===== config.mk =====
export PLATFORM = sky130hd
export DESIGN_NAME = http_chunked_body_deframer_flat
export DESIGN_NICKNAME = d
export VERILOG_FILES = /design/src/rtl/hcd_pkg.sv /design/src/rtl/hcd_if.sv /design/src/rtl/hcd_regs.sv /design/src/rtl/hcd_parser.sv /design/src/rtl/http_chunked_body_deframer.sv /design/src/flat_wrapper.sv
export SDC_FILE = /design/constraint.sdc
export NUM_CORES = 1
export LEC_CHECK = 0
export ABC_AREA = 1
export BUFFER_PORTS_ARGS = -buffer_cell sky130_fd_sc_hd__buf_2
export CORE_ASPECT_RATIO = 1.4
export CORE_MARGIN = 2
export CORE_UTILIZATION = 40
export CTS_CLUSTER_SIZE = 10
export DETAILED_ROUTE_END_ITERATION = 12
export PLACE_DENSITY_LB_ADDON = 0.2
export SLEW_MARGIN = 20
export SYNTH_ARGS = -nofsm -noshare
export SYNTH_HDL_FRONTEND = slang
export SYNTH_SLANG_ARGS = --single-unit

===== constraint.sdc =====
create_clock -name clk -period 5.77 [get_ports clk]
set_input_delay 1.731 -clock clk [delete_from_list [all_inputs] [get_ports clk]]
set_output_delay 1.731 -clock clk [all_outputs]
set_load 0.005 [all_outputs]

===== src/rtl/hcd_pkg.sv =====
// Shared types, constants and helpers of the chunked body deframer.
package hcd_pkg;

	localparam int SIZE_BITS_DEF = 32;
	localparam int CLEN_BITS     = 32;
	localparam int ADDR_BITS     = 3;
	localparam int DATA_BITS     = 32;
	localparam int HEX_BITS      = 4;

	localparam logic [7:0] CH_CR   = 8'h0D;
	localparam logic [7:0] CH_LF   = 8'h0A;
	localparam logic [7:0] CH_SEMI = 8'h3B;

	localparam logic REG_CHUNKED_MODE = 1'b0;
	localparam logic REG_BODY_LEN     = 1'b1;

	localparam logic [2:0] KIND_DIGIT   = 3'd0;
	localparam logic [2:0] KIND_FRAME   = 3'd1;
	localparam logic [2:0] KIND_PAYLOAD = 3'd2;
	localparam logic [2:0] KIND_CRLF    = 3'd3;
	localparam logic [2:0] KIND_TRAILER = 3'd4;
	localparam logic [2:0] KIND_PAST    = 3'd5;

	localparam logic [2:0] ERR_NONE     = 3'd0;
	localparam logic [2:0] ERR_BAD_CHAR = 3'd1;
	localparam logic [2:0] ERR_OVERFLOW = 3'd2;
	localparam logic [2:0] ERR_NO_CR    = 3'd3;
	localparam logic [2:0] ERR_NO_LF    = 3'd4;

	typedef enum logic [12:0] {
		PH_LEN      = 13'b0000000000001,
		PH_SIZE     = 13'b0000000000010,
		PH_EXT      = 13'b0000000000100,
		PH_SIZE_LF  = 13'b0000000001000,
		PH_PAYLOAD  = 13'b0000000010000,
		PH_CHUNK_CR = 13'b0000000100000,
		PH_CHUNK_LF = 13'b0000001000000,
		PH_T_SEARCH = 13'b0000010000000,
		PH_T_LF     = 13'b0000100000000,
		PH_T_CR2    = 13'b0001000000000,
		PH_T_LF2    = 13'b0010000000000,
		PH_DONE     = 13'b0100000000000,
		PH_HALT     = 13'b1000000000000
	} phase_t;

	typedef struct packed {
		logic [7:0] byte_out;
		logic [2:0] byte_kind;
		logic       body_done;
		logic [2:0] error_code;
	} result_t;

	typedef struct packed {
		logic                 chunked_mode;
		logic [CLEN_BITS-1:0] body_len;
	} cfg_t;

	typedef struct packed {
		logic                valid;
		logic [HEX_BITS-1:0] value;
	} hex_t;

	function automatic hex_t hex_decode(input logic [7:0] c);
		hex_t h;
		h.valid = 1'b1;
		h.value = '0;
		if (c >= 8'h30 && c <= 8'h39) begin
			h.value = HEX_BITS'(c - 8'h30);
		end else if (c >= 8'h61 && c <= 8'h66) begin
			h.value = HEX_BITS'(c - 8'h57);
		end else if (c >= 8'h41 && c <= 8'h46) begin
			h.value = HEX_BITS'(c - 8'h37);
		end else begin
			h.valid = 1'b0;
		end
		return h;
	endfunction

endpackage


===== src/rtl/hcd_if.sv =====
// Valid/ready stream interfaces for body bytes in and classified bytes out.
interface hcd_in_if;
	logic       valid;
	logic       ready;
	logic [7:0] data_byte;
	logic       body_start;

	modport source (output valid, data_byte, body_start, input ready);
	modport sink (input valid, data_byte, body_start, output ready);
endinterface

interface hcd_out_if;
	logic       valid;
	logic       ready;
	logic [7:0] byte_out;
	logic [2:0] byte_kind;
	logic       body_done;
	logic [2:0] error_code;

	modport source (output valid, byte_out, byte_kind, body_done, error_code, input ready);
	modport sink (input valid, byte_out, byte_kind, body_done, error_code, output ready);
endinterface


===== src/rtl/hcd_regs.sv =====
// APB configuration registers: chunked mode select and content length.
module hcd_regs (
	input  logic                         clk,
	input  logic                         arst_n,
	input  logic                         psel,
	input  logic                         penable,
	input  logic                         pwrite,
	input  logic [hcd_pkg::ADDR_BITS-1:0] paddr,
	input  logic [hcd_pkg::DATA_BITS-1:0] pwdata,
	output logic [hcd_pkg::DATA_BITS-1:0] prdata,
	output logic                         pready,
	output hcd_pkg::cfg_t                cfg
);
	import hcd_pkg::*;

	logic                 chunked_mode_q;
	logic [CLEN_BITS-1:0] body_len_q;
	logic                 wr_en;
	logic                 reg_sel;

	assign pready  = 1'b1;
	assign reg_sel = paddr[2];
	assign wr_en   = psel && penable && pwrite && pready;

	always_ff @(posedge clk or negedge arst_n) begin
		if (!arst_n) begin
			chunked_mode_q <= 1'b0;
			body_len_q     <= '0;
		end else if (wr_en) begin
			unique case (reg_sel)
				REG_CHUNKED_MODE: chunked_mode_q <= pwdata[0];
				REG_BODY_LEN:     body_len_q     <= pwdata[CLEN_BITS-1:0];
				default: ;
			endcase
		end
	end

	always_comb begin
		unique case (reg_sel)
			REG_CHUNKED_MODE: prdata = {{(DATA_BITS-1){1'b0}}, chunked_mode_q};
			REG_BODY_LEN:     prdata = DATA_BITS'(body_len_q);
			default:          prdata = '0;
		endcase
	end

	assign cfg.chunked_mode = chunked_mode_q;
	assign cfg.body_len     = body_len_q;
endmodule


===== src/rtl/hcd_parser.sv =====
// Framing state and the per-byte classification step.
module hcd_parser #(
	parameter int SIZE_BITS = hcd_pkg::SIZE_BITS_DEF
) (
	input  logic             clk,
	input  logic             arst_n,
	input  logic             advance,
	input  logic [7:0]       data_byte,
	input  logic             body_start,
	input  hcd_pkg::cfg_t    cfg,
	output hcd_pkg::result_t result
);
	import hcd_pkg::*;

	localparam int CNT_BITS = (SIZE_BITS > CLEN_BITS) ? SIZE_BITS : CLEN_BITS;

	phase_t               phase_q, phase_d, ph;
	logic [CNT_BITS-1:0]  remain_q, remain_d, remain_dec;
	logic [SIZE_BITS-1:0] acc_q, acc_d;
	logic                 has_digit_q, has_digit_d;
	logic                 last_chunk_q, last_chunk_d;
	hex_t                 hex;

	assign hex = hex_decode(data_byte);

	always_comb begin
		ph           = phase_q;
		remain_d     = remain_q;
		acc_d        = acc_q;
		has_digit_d  = has_digit_q;
		last_chunk_d = last_chunk_q;
		if (body_start) begin
			acc_d        = '0;
			has_digit_d  = 1'b0;
			last_chunk_d = 1'b0;
			if (cfg.chunked_mode) begin
				ph       = PH_SIZE;
				remain_d = '0;
			end else begin
				ph       = PH_LEN;
				remain_d = CNT_BITS'(cfg.body_len);
			end
		end
		phase_d    = ph;
		remain_dec = remain_d - CNT_BITS'(1);

		result.byte_out   = data_byte;
		result.byte_kind  = KIND_PAST;
		result.body_done  = 1'b0;
		result.error_code = ERR_NONE;

		unique case (ph)
			PH_LEN: begin
				if (remain_d != '0) begin
					result.byte_kind = KIND_PAYLOAD;
					remain_d = remain_dec;
					if (remain_dec == '0) begin
						result.body_done = 1'b1;
						phase_d = PH_DONE;
					end
				end
			end
			PH_SIZE: begin
				result.byte_kind = KIND_DIGIT;
				if (hex.valid) begin
					if (acc_d[SIZE_BITS-1 -: HEX_BITS] != '0) begin
						result.error_code = ERR_OVERFLOW;
						phase_d = PH_HALT;
					end else begin
						acc_d       = {acc_d[SIZE_BITS-HEX_BITS-1:0], hex.value};
						has_digit_d = 1'b1;
					end
				end else if ((data_byte == CH_SEMI || data_byte == CH_CR) && has_digit_d) begin
					result.byte_kind = KIND_FRAME;
					phase_d = (data_byte == CH_CR) ? PH_SIZE_LF : PH_EXT;
				end else begin
					result.error_code = ERR_BAD_CHAR;
					phase_d = PH_HALT;
				end
			end
			PH_EXT: begin
				result.byte_kind = KIND_FRAME;
				if (data_byte == CH_CR) phase_d = PH_SIZE_LF;
			end
			PH_SIZE_LF: begin
				result.byte_kind = KIND_FRAME;
				if (data_byte == CH_LF) begin
					if (acc_d == '0) begin
						last_chunk_d = 1'b1;
						phase_d = PH_CHUNK_CR;
					end else begin
						remain_d = CNT_BITS'(acc_d);
						acc_d    = '0;
						phase_d  = PH_PAYLOAD;
					end
				end else if (data_byte != CH_CR) begin
					phase_d = PH_EXT;
				end
			end
			PH_PAYLOAD: begin
				result.byte_kind = KIND_PAYLOAD;
				if (remain_d != '0) remain_d = remain_dec;
				if (remain_d == '0) phase_d = PH_CHUNK_CR;
			end
			PH_CHUNK_CR: begin
				if (data_byte == CH_CR) begin
					result.byte_kind = KIND_CRLF;
					phase_d = PH_CHUNK_LF;
				end else if (last_chunk_d) begin
					result.byte_kind = KIND_TRAILER;
					phase_d = PH_T_SEARCH;
				end else begin
					result.byte_kind  = KIND_CRLF;
					result.error_code = ERR_NO_CR;
					phase_d = PH_HALT;
				end
			end
			PH_CHUNK_LF: begin
				result.byte_kind = KIND_CRLF;
				if (data_byte != CH_LF) begin
					result.error_code = ERR_NO_LF;
					phase_d = PH_HALT;
				end else if (last_chunk_d) begin
					result.body_done = 1'b1;
					phase_d = PH_DONE;
				end else begin
					acc_d       = '0;
					has_digit_d = 1'b0;
					phase_d     = PH_SIZE;
				end
			end
			PH_T_SEARCH: begin
				result.byte_kind = KIND_TRAILER;
				if (data_byte == CH_CR) phase_d = PH_T_LF;
			end
			PH_T_LF: begin
				result.byte_kind = KIND_TRAILER;
				if (data_byte == CH_LF) phase_d = PH_T_CR2;
				else if (data_byte != CH_CR) phase_d = PH_T_SEARCH;
			end
			PH_T_CR2: begin
				result.byte_kind = KIND_TRAILER;
				phase_d = (data_byte == CH_CR) ? PH_T_LF2 : PH_T_SEARCH;
			end
			PH_T_LF2: begin
				result.byte_kind = KIND_TRAILER;
				if (data_byte == CH_LF) begin
					result.body_done = 1'b1;
					phase_d = PH_DONE;
				end else begin
					phase_d = (data_byte == CH_CR) ? PH_T_LF : PH_T_SEARCH;
				end
			end
			PH_DONE, PH_HALT: ;
			default: ;
		endcase
	end

	always_ff @(posedge clk or negedge arst_n) begin
		if (!arst_n) begin
			phase_q      <= PH_LEN;
			remain_q     <= '0;
			acc_q        <= '0;
			has_digit_q  <= 1'b0;
			last_chunk_q <= 1'b0;
		end else if (advance) begin
			phase_q      <= phase_d;
			remain_q     <= remain_d;
			acc_q        <= acc_d;
			has_digit_q  <= has_digit_d;
			last_chunk_q <= last_chunk_d;
		end
	end
endmodule


===== src/rtl/http_chunked_body_deframer.sv =====
// Top level of the HTTP chunked / fixed-length message body deframer.
//
// body_in carries raw body bytes (data_byte) with body_start marking the
// first byte of a new body; body_out returns one beat per input beat with
// the byte, its kind, body_done and an error code. Registers are written
// through the APB port: chunked_mode at 0x0, body length at 0x4; they
// are sampled on the beat that carries body_start.
// An accepted input beat is held in the input register, then the parse
// step loads the output register. Throughput is one byte per cycle while
// the receiver does not stall, set by the state update of the parser.
// Reset clears the registers and the framing state (length mode, nothing
// remaining) and empties both stages, so bytes before body_start come out
// as past end. When the receiver stalls, the output register holds its
// beat, the input register holds one more, and body_in.ready then drops.
module http_chunked_body_deframer #(
	parameter int SIZE_BITS = hcd_pkg::SIZE_BITS_DEF
) (
	input  logic                          clk,
	input  logic                          arst_n,
	hcd_in_if.sink                        body_in,
	hcd_out_if.source                     body_out,
	input  logic                          psel,
	input  logic                          penable,
	input  logic                          pwrite,
	input  logic [hcd_pkg::ADDR_BITS-1:0] paddr,
	input  logic [hcd_pkg::DATA_BITS-1:0] pwdata,
	output logic [hcd_pkg::DATA_BITS-1:0] prdata,
	output logic                          pready
);
	import hcd_pkg::*;

	cfg_t       cfg;
	result_t    result;
	result_t    result_s2;
	logic       valid_s1, valid_s2;
	logic [7:0] data_byte_s1;
	logic       body_start_s1;
	logic       advance;

	hcd_regs u_regs (
		.clk    (clk),
		.arst_n (arst_n),
		.psel   (psel),
		.penable(penable),
		.pwrite (pwrite),
		.paddr  (paddr),
		.pwdata (pwdata),
		.prdata (prdata),
		.pready (pready),
		.cfg    (cfg)
	);

	assign advance       = valid_s1 && (!valid_s2 || body_out.ready);
	assign body_in.ready = !valid_s1 || advance;

	always_ff @(posedge clk or negedge arst_n) begin
		if (!arst_n) begin
			valid_s1 <= 1'b0;
		end else if (body_in.ready) begin
			valid_s1 <= body_in.valid;
		end
	end

	always_ff @(posedge clk) begin
		if (body_in.valid && body_in.ready) begin
			data_byte_s1  <= body_in.data_byte;
			body_start_s1 <= body_in.body_start;
		end
	end

	hcd_parser #(
		.SIZE_BITS(SIZE_BITS)
	) u_parser (
		.clk       (clk),
		.arst_n    (arst_n),
		.advance   (advance),
		.data_byte (data_byte_s1),
		.body_start(body_start_s1),
		.cfg       (cfg),
		.result    (result)
	);

	always_ff @(posedge clk or negedge arst_n) begin
		if (!arst_n) begin
			valid_s2 <= 1'b0;
		end else if (!valid_s2 || body_out.ready) begin
			valid_s2 <= valid_s1;
		end
	end

	always_ff @(posedge clk) begin
		if (advance) begin
			result_s2 <= result;
		end
	end

	assign body_out.valid      = valid_s2;
	assign body_out.byte_out   = result_s2.byte_out;
	assign body_out.byte_kind  = result_s2.byte_kind;
	assign body_out.body_done  = result_s2.body_done;
	assign body_out.error_code = result_s2.error_code;
endmodule

===== src/flat_wrapper.sv =====
// flat-port wrapper written by rule: the top's interface ports become plain ports
module http_chunked_body_deframer_flat import hcd_pkg::*;
#(
	parameter int SIZE_BITS = hcd_pkg::SIZE_BITS_DEF
)
  (clk, arst_n, psel, penable, pwrite, paddr, pwdata, prdata, pready, body_in_valid, body_in_data_byte, body_in_body_start, body_in_ready, body_out_valid, body_out_byte_out, body_out_byte_kind, body_out_body_done, body_out_error_code, body_out_ready);
  hcd_in_if body_in_i ();
  hcd_out_if body_out_i ();
  input  logic clk;
  input  logic arst_n;
  input  logic psel;
  input  logic penable;
  input  logic pwrite;
  input  logic [hcd_pkg::ADDR_BITS-1:0] paddr;
  input  logic [hcd_pkg::DATA_BITS-1:0] pwdata;
  output logic [hcd_pkg::DATA_BITS-1:0] prdata;
  output logic pready;
  input wire logic [$bits(body_in_i.valid)-1:0] body_in_valid;
  input wire logic [$bits(body_in_i.data_byte)-1:0] body_in_data_byte;
  input wire logic [$bits(body_in_i.body_start)-1:0] body_in_body_start;
  output wire logic [$bits(body_in_i.ready)-1:0] body_in_ready;
  output wire logic [$bits(body_out_i.valid)-1:0] body_out_valid;
  output wire logic [$bits(body_out_i.byte_out)-1:0] body_out_byte_out;
  output wire logic [$bits(body_out_i.byte_kind)-1:0] body_out_byte_kind;
  output wire logic [$bits(body_out_i.body_done)-1:0] body_out_body_done;
  output wire logic [$bits(body_out_i.error_code)-1:0] body_out_error_code;
  input wire logic [$bits(body_out_i.ready)-1:0] body_out_ready;
  assign body_in_i.valid = body_in_valid;
  assign body_in_i.data_byte = body_in_data_byte;
  assign body_in_i.body_start = body_in_body_start;
  assign body_in_ready = body_in_i.ready;
  assign body_out_valid = body_out_i.valid;
  assign body_out_byte_out = body_out_i.byte_out;
  assign body_out_byte_kind = body_out_i.byte_kind;
  assign body_out_body_done = body_out_i.body_done;
  assign body_out_error_code = body_out_i.error_code;
  assign body_out_i.ready = body_out_ready;
  http_chunked_body_deframer #(.SIZE_BITS(SIZE_BITS)) u_core (.clk(clk), .arst_n(arst_n), .body_in(body_in_i), .body_out(body_out_i), .psel(psel), .penable(penable), .pwrite(pwrite), .paddr(paddr), .pwdata(pwdata), .prdata(prdata), .pready(pready));
endmodule

; Yosys cells after proc, flatten, opt, wreduce, memory -nomap -nowiden
; Cells that the tools add are included.
[word_totals]
ff_bits = 138
in_bits = 51
out_inout_bits = 50
wordCells = 138
[op_classes]
addsub = 4
magnitude_cmp = 6
eq_ne = 16
n_mux = 74
n_bitwise = 1
n_reduce_logical = 22
[ops]
columns = operator, count
row1 = $mux W32, 13
row2 = $mux W13, 16
row3 = $pmux W32 S3, 2
row4 = $pmux W13 S11, 1
row5 = $logic_not A32 Y1, 3
row6 = $pmux W32 S2, 1
row7 = $reduce_bool A32 Y1, 1
row8 = $sub A32 B1 Y32 const B, 1
row9 = $mux W12, 2
row10 = $pmux W3 S7, 1
row11 = $mux W4, 5
row12 = $mux W1, 19
row13 = $eq A8 B4 Y1 const B, 2
row14 = $ge A8 B7 Y1 const B, 2
row15 = $le A8 B7 Y1 const B, 2
row16 = $ne A8 B4 Y1 const B, 2
row17 = $eq A13 B1 Y1 const B, 1
row18 = $eq A13 B10 Y1 const B, 1
row19 = $eq A13 B11 Y1 const B, 1
row20 = $eq A13 B2 Y1 const B, 1
row21 = $eq A13 B3 Y1 const B, 1
row22 = $eq A13 B4 Y1 const B, 1
row23 = $eq A13 B5 Y1 const B, 1
row24 = $eq A13 B6 Y1 const B, 1
row25 = other kinds (24), 42

; Logic depth before layout (Yosys ltp)
; Gate-level depths: netlist of run 1.
[depth]
ltp_word = 8
mapped_depth = 25

; Hierarchy
; From an unflattened synthesis of run 1, not the netlist that was laid out.
[unflattened]
cells_unflattened = 1467
hier_area_um2 = 9676.8
[by_module_without_submodules]
columns = module, instances, cells_per_inst, area_per_inst_um2
row1 = hcd_parser, 1, 1212, 7241.9
row2 = hcd_regs, 1, 219, 1619.1
row3 = http_chunked_body_deframer, 1, 36, 815.8

; Worst setup path before layout of run 1
; OpenSTA, ideal clock, no wires.
[synth_path]
kind = input to output
start = in paddr[2] in the netlist's numbering
end = out prdata[10] in the netlist's numbering
t_arrival_ps = 2355
required_ps = 4039
slack_ps = 1684
path_stages = 4
n_path_buf = 2
cell_sequence = clkbuf_1 clkbuf_1 nand2_1 inv_1
[synth_between]
elab_chain_cells = 2
[synth_rtl]
columns = element, line
row1 = "start, declared", flat_wrapper.sv:14  ; input logic [hcd_pkg::ADDR_BITS-1:0] paddr;
row2 = $not A1 Y1, -
row3 = $pmux W32 S2 (*), hcd_regs.sv:39  ; unique case (reg_sel)
row4 = "end, declared", flat_wrapper.sv:16  ; output logic [hcd_pkg::DATA_BITS-1:0] prdata;
; Every way passes the cells marked *; elsewhere a longest branch is shown, timed or not.

; Worst setup path in the final report of run 1
[layout_path]
start = in paddr[2] in the netlist's numbering
end = out prdata[0] in the netlist's numbering
; The elaborated chain is that of the path after synthesis.

==> results of run 1 <==
## power breakdown
part	internal (W)	switching, W	leakage (nW)	total [W]
Clock	0.000599	0.000480	0.261	0.00108
Sequential	0.00126	0.000167	1.60	0.00143
Combinational	0.000552	0.00113	3.65	0.00168
Total	0.00242	0.00178	5.51	0.00419
## per-layer routing
metal	wire length [um]	part of all wire, %	vias up	GRT usage (%)
met5	0	0	-	0
met4	1270	4.0	0	11.7
li1	-	-	4943	-
met1	13000	41	4646	29.4
met3	1340	4.3	67	3.53
met2	15800	50	306	43.7
## final cells by class
| class | count | area (um^2) |
|---|---|---|
| Clock buffer | 17 | 425 |
| Clock inverter | 15 | 141 |
| Fill cell | 2567 | 13400 |
| Inverter | 188 | 709 |
| Multi-Input combinational cell | 1066 | 5320 |
| Sequential cell | 138 | 3570 |
| Tap cell | 315 | 394 |
| Timing Repair Buffer | 115 | 636 |
## path summary, 6_finish.rpt
check / endpoint / slack, ns / cells past startpoint
worst min-delay path: u_core.u_parser.phase_q[0] / 0.48 / 2
min in group asynchronous: u_core.u_parser.acc_q[8] / 1.23 / 1
worst max-delay path: prdata[0] / 1.51 / 4
worst max register to register: u_core.u_parser.phase_q[5] / 1.71 / 20
max in group asynchronous: u_core.u_regs.body_len_q[17] / 3.55 / 2
worst min register to register: u_core.u_parser.phase_q[0] / 0.48 / 2
## logic make-up (layout without fill, tap and decap cells)
group,after synthesis,after routing,share of synthesized area [%]
simple gates,794,794,34.4
mux,31,31,3.49
buf+inv,256,335,11.0
flops,138,138,35.8
compound gates,228,228,13.9
fa+ha+maj,7,7,0.877
xor+xnor,5,5,0.438
other cells,1,1,0.0375
## tightest hold or removal path: cells and delay by family (launching register included)
family / cells / cell delay (ns)
flops: 1 / 0.37
simple gates: 2 / 0.10
## placed cells by master (no fill, tap or decap), types with 3 or more instances in the layout
cell	instances
clkbuf_16	17
nand2_2	17
a22oi_1	27
nor4_1	8
nor2_2	13
mux2_2	31
clkinvlp_4	5
or2_1	6
o21ai_0	51
a21oi_1	55
dfrtp_1	113
inv_2	12
nor2_4	5
ha_1	7
buf_4	18
o22a_1	5
o2111ai_1	7
xor2_1	5
inv_1	174
o211ai_1	8
nor3_1	16
or2_2	3
edfxtp_1	24
a31oi_1	14
nand4_1	28
o221ai_1	4
o21ai_1	16
inv_6	6
nand3_1	109
nand2_1	419
buf_2	96
o22ai_1	30
nor2_1	160
## flip-flops by register name, indices dropped and copies added, names as in the netlist, 3 cells and up
signal and count:
u_core.u_parser.phase_q 13, u_core.u_parser.acc_q 32, u_core.body_out.byte_kind 3, u_core.u_regs.body_len_q 32
u_core.body_out.byte_out 8, u_core.data_byte_s1 8, u_core.u_parser.remain_q 32, u_core.body_out.error_code 3
## stage by stage
stage          total power [W]  setup slack, ns  cell area [um^2]  cells
2_1_floorplan          0.00265             1.68              9990   1460
3_3_place_gp           0.00309             1.46             10600   1822
5_1_grt                0.00451             1.28             11200   1854
3_5_place_dp           0.00311             1.48             10600   1822
6_report               0.00419             1.51             11200   1854
4_1_cts                0.00421             1.48             11200   1854
==> impl_metrics.toml, run 1 <==
[outcome]
outcome = "finished, final reports clean"

[die]
die_w_um = 138
coreArea_um2 = 24600
pin_count = 101
core.rowCount = 68
die_h_um = 191
dieArea_um2 = 26300
start_util_pct = 40.6

[sta]
tightest_slew_ns = 1.08
rsz0062_at_grt = "no"
timing.fmax_mhz = 235
fin_skew_ns = 0.00824
max_slew_margin_pct = 27.8
post-route-min-period_ns = 4.26
drv_slew = 0
setup_total_negative_slack_ns = 0
setup_violations = 0
min_period_over_period_pct = 73.8
finalHoldViolCount = 0
whs_ns = 0.475

[hold_path]
hold_path_class = "reg2reg"
hp-start = "u_core.u_parser.phase_q[0]"

[logic_synthesis]
ys_top_cells_by_count = "nand2_1 (420), inv_1 (175), nor2_1 (160), dfrtp_1 (113), nand3_1 (109)"
synth_area_um2 = 9990
synth_top_area_share_pct = 28.3
async_flop_share_pct = 82.6
synth_fp_nets = 1518
synthTopCellsByArea = "dfrtp_1 (28%), nand2_1 (16%), edfxtp_1 (7.2%)"
yosysTopAreaCell = "dfrtp_1"
synth_edf_count = 24
synth_most_common_cell = "nand2_1"
synth_flop_cell = "dfrtp_1"
syn_inst = 1460
synth_warnings = 0
synth-seq-area-share_pct = 35.8
synth_cell_types = 51
syn_area_per_cell_um2 = 6.84
synth-seq-cells = 138

[placed_design]
gp_congestion = 0.979
io_buffers = 97
dpl.hpwl_um = 23400

[clock_tree]
clk_pin_slew_ns = 0.07
clock-sinks = 138
cts_tree = "yes"
post-cts-setup-buffers = 0
cts-resized-gates = 0
h-tree-depth = 4
clkLatencyLatePin_ns = 0.44
clk_path_buf_depth = 2
cts-buffers-inserted = 17
hold_buffers = 0
cts_root_buf = "clkbuf_16"

[worst_setup_path]
crit_chain = "buf_2 > nand2_1 > o21ai_0 > buf_2"
cp_data_required_time_ns = 4.04
crit_type = "in2out"
critPathMaxFanout = 35
cp_slowest_cell = "buf_2"
crit_arrival_ns = 2.53
cpPeakStageDelay_ns = 0.47
r2r-start = "u_core.u_regs.chunked_mode_q"
critical-path-top-delay-family = "buffers and inverters"
crit_path_end_kind = "output port"
cpMostUsedCell = "buf_2"
start_kind = "input port"
cp.buffers_inverters = 2
startpoint = "paddr[2]"

[pwr]
p_leak_nw = 5.51
power_density_nw_per_um2 = 374
irDropWorstVdd_mv = 0.252

[grt]
grt_pass1_wl_um = 50000
antenna_found_initial = 0
grt_max_degree = 78
grt_pass1_vias = 9442
track_usage_pct = 24.8
grt_overflow = 0

[drt]
dr.first_iter.drc_count = 778
drt_wl_total_um = 31500
vias = 9962
ant_nets = 0
viasPerCell = 5.37
drcViolationCount = 0
routedWlPerCell_um = 17.0
dr.pass1.iters = 6

[cells_and_area]
drive_gt1_share_pct = 15.7
num-nets-final = 1584
fin_util_pct = 45.5
syn_to_final_growth_pct = 12.1
antennaDiodeCount = 0

[job]
cap_violations = 0
Note: power is estimated with default switching activity, not from simulation.
==> run 2: changes to the inputs <==
==> constraint.sdc (replaced) <==
create_clock -name clk -period 3.9 [get_ports clk]
set_input_delay 1.17 -clock clk [delete_from_list [all_inputs] [get_ports clk]]
set_output_delay 1.17 -clock clk [all_outputs]
set_load 0.005 [all_outputs]
==> impl_metrics.toml, run 2 (synthesized netlist as in run 1, its figures left out) <==
[outcome]
outcome = "finished, final reports clean"

[grt]
antenna_found_initial = 0
grt_max_degree = 68
grt_pass1_vias = 9454
grt_overflow = 0
grt_pass1_wl_um = 50500
track_usage_pct = 25.2

[worst_setup_path]
crit_chain = "buf_4 > nand3_1 > nand2_1 > inv_2 > ha_1 > nand3_1 > nor2_1 > nand2_2 > o21ai_0 > nand2_1 > nand2_1 > nand2_1 > nor2_1 > nand2_1 > nor2_1 > nand3_1 > nand3_1 > nand3_1 > nand2_1 > nand2_1"
reg2reg_depth = 20
critPathCapture = "u_core.u_parser.phase_q[4]"
crit_path_end_kind = "flip-flop"
r2r-start = "u_core.body_start_s1"
cp_slowest_cell = "edfxtp_1"
cpMostUsedCell = "nand2_1"
crit_type = "reg2reg"
cpPeakStageDelay_ns = 0.52
crit_arrival_ns = 3.90
cp_data_required_time_ns = 4.24
start_kind = "flip-flop"
worst-r2r-setup-slack_ns = 0.34
startpoint = "u_core.body_start_s1"
r2r-end = "u_core.u_parser.phase_q[4]"
critPathMaxFanout = 15

[pwr]
seqPwrFrac_pct = 33.4
net-switching-power_w = 0.00269
switching_share_pct = 42.5
clockPowerShare_pct = 26.7
power_density_nw_per_um2 = 555
pwr-share-comb_pct = 39.8
irDropWorstVdd_mv = 0.361
p_int_w = 0.00363
p_leak_nw = 5.64

[clock_tree]
cts_tree = "yes"
post-cts-setup-buffers = 0
clk_pin_slew_ns = 0.07
clkLatencyLatePin_ns = 0.45
clk_path_buf_depth = 2
cts_root_buf = "clkbuf_16"
clock-sinks = 138
hold_buffers = 0
cts-buffers-inserted = 17
cts-resized-gates = 0
h-tree-depth = 4

[cells_and_area]
final_cells = 1871
fill_cells = 2556
area.sequential_um2 = 3570
final_cell_mix = "nand2_1 (419), inv_1 (174), nor2_1 (160)"
drive_gt1_share_pct = 16.6
syn_to_final_growth_pct = 14.0
fin_util_pct = 46.3
antennaDiodeCount = 0
num-nets-final = 1601
final_common_cell = "nand2_1"
reg_top3 = "u_core.u_parser.acc_q x32, u_core.u_parser.remain_q x32, u_core.u_regs.body_len_q x32"
multi_input_area_um2 = 5320

[sta]
finalHoldViolCount = 0
drv_slew = 0
setup_total_negative_slack_ns = 0
tightest_slew_ns = 0.743
fin_skew_ns = 0.00968
rsz0062_at_grt = "no"
post-route-min-period_ns = 3.56
setup_violations = 0
whs_ns = 0.475
timing.fmax_mhz = 281
min_period_over_period_pct = 91.3
max_slew_margin_pct = 50.3

[job]
cap_violations = 0

[placed_design]
gp_congestion = 0.976
io_buffers = 97
dpl.hpwl_um = 24100
placedCellCount = 1839

[hold_path]
hold_path_class = "reg2reg"

[drt]
drt_wl_total_um = 31900
viasPerCell = 5.33
dr.first_iter.drc_count = 637
routedWlPerCell_um = 17.1
ant_nets = 0
dr.pass1.iters = 6
drcViolationCount = 0
vias = 9965

[die]
core.rowCount = 68
pin_count = 101
start_util_pct = 40.6
dieArea_um2 = 26300
die_w_um = 138
die_h_um = 191
coreArea_um2 = 24600
==> run 2: per-stage QoR <==
stage	cell area [um^2]	setup WS (ns)	power, W
2_1_floorplan	9990	0.936	0.00392
3_3_place_gp	10800	0.419	0.00460
5_1_grt	11400	0.0498	0.00680
4_1_cts	11400	0.373	0.00635
6_report	11400	0.339	0.00632
3_5_place_dp	10800	0.392	0.00463
==> run 2: final cells by class <==
class / count / area share [%]
multi-input cells: 1066 / 46.7
repair buffers: 132 / 7.03
clock buffers: 17 / 3.73
clock inverters: 15 / 1.49
flip-flops and latches: 138 / 31.4
well taps: 315 / 3.46
inverters: 188 / 6.23
==> run 2: worst max-delay path: cells and delay by family (launching register included) <==
kind	cells	cell delay, ns
and+or+nand+nor	16	2.02
DFF	1	0.52
buffers and inverters	2	0.39
AOI/OAI and AO/OA	1	0.30
adders and majority gates	1	0.22
==> run 2: worst min-delay path by stage <==
stage	from	to	slack, ns	depth (start not counted)
2_1_floorplan	u_core.u_parser.phase_q[0]	u_core.u_parser.phase_q[0]	0.45	2
3_3_place_gp	u_core.u_parser.phase_q[0]	u_core.u_parser.phase_q[0]	0.46	2
3_5_place_dp	u_core.u_parser.phase_q[0]	u_core.u_parser.phase_q[0]	0.46	2
4_1_cts	u_core.u_parser.phase_q[0]	u_core.u_parser.phase_q[0]	0.47	2
5_1_grt	u_core.u_parser.phase_q[0]	u_core.u_parser.phase_q[0]	0.50	2
6_report	u_core.u_parser.phase_q[0]	u_core.u_parser.phase_q[0]	0.48	2
==> run 2: routing by layer <==
metal	part of all wire, %	up-vias	GRT usage [%]
met5	0	-	0
met4	4.2	0	11.9
met3	4.4	75	3.34
met2	51	273	45.0
met1	41	4651	29.4
li1	-	4966	-
==> run 2: power by group through the flow <==
| stage | clock (W) | sequential (W) | combinational (W) |
|---|---|---|---|
| after floorplan | 0 | 0.00207 | 0.00184 |
| after global routing | 0.00178 | 0.00217 | 0.00285 |
| final | 0.00169 | 0.00211 | 0.00252 |
| after global placement | 0 | 0.00212 | 0.00248 |
| after detailed placement | 0 | 0.00214 | 0.00250 |
| after CTS | 0.00173 | 0.00211 | 0.00251 |
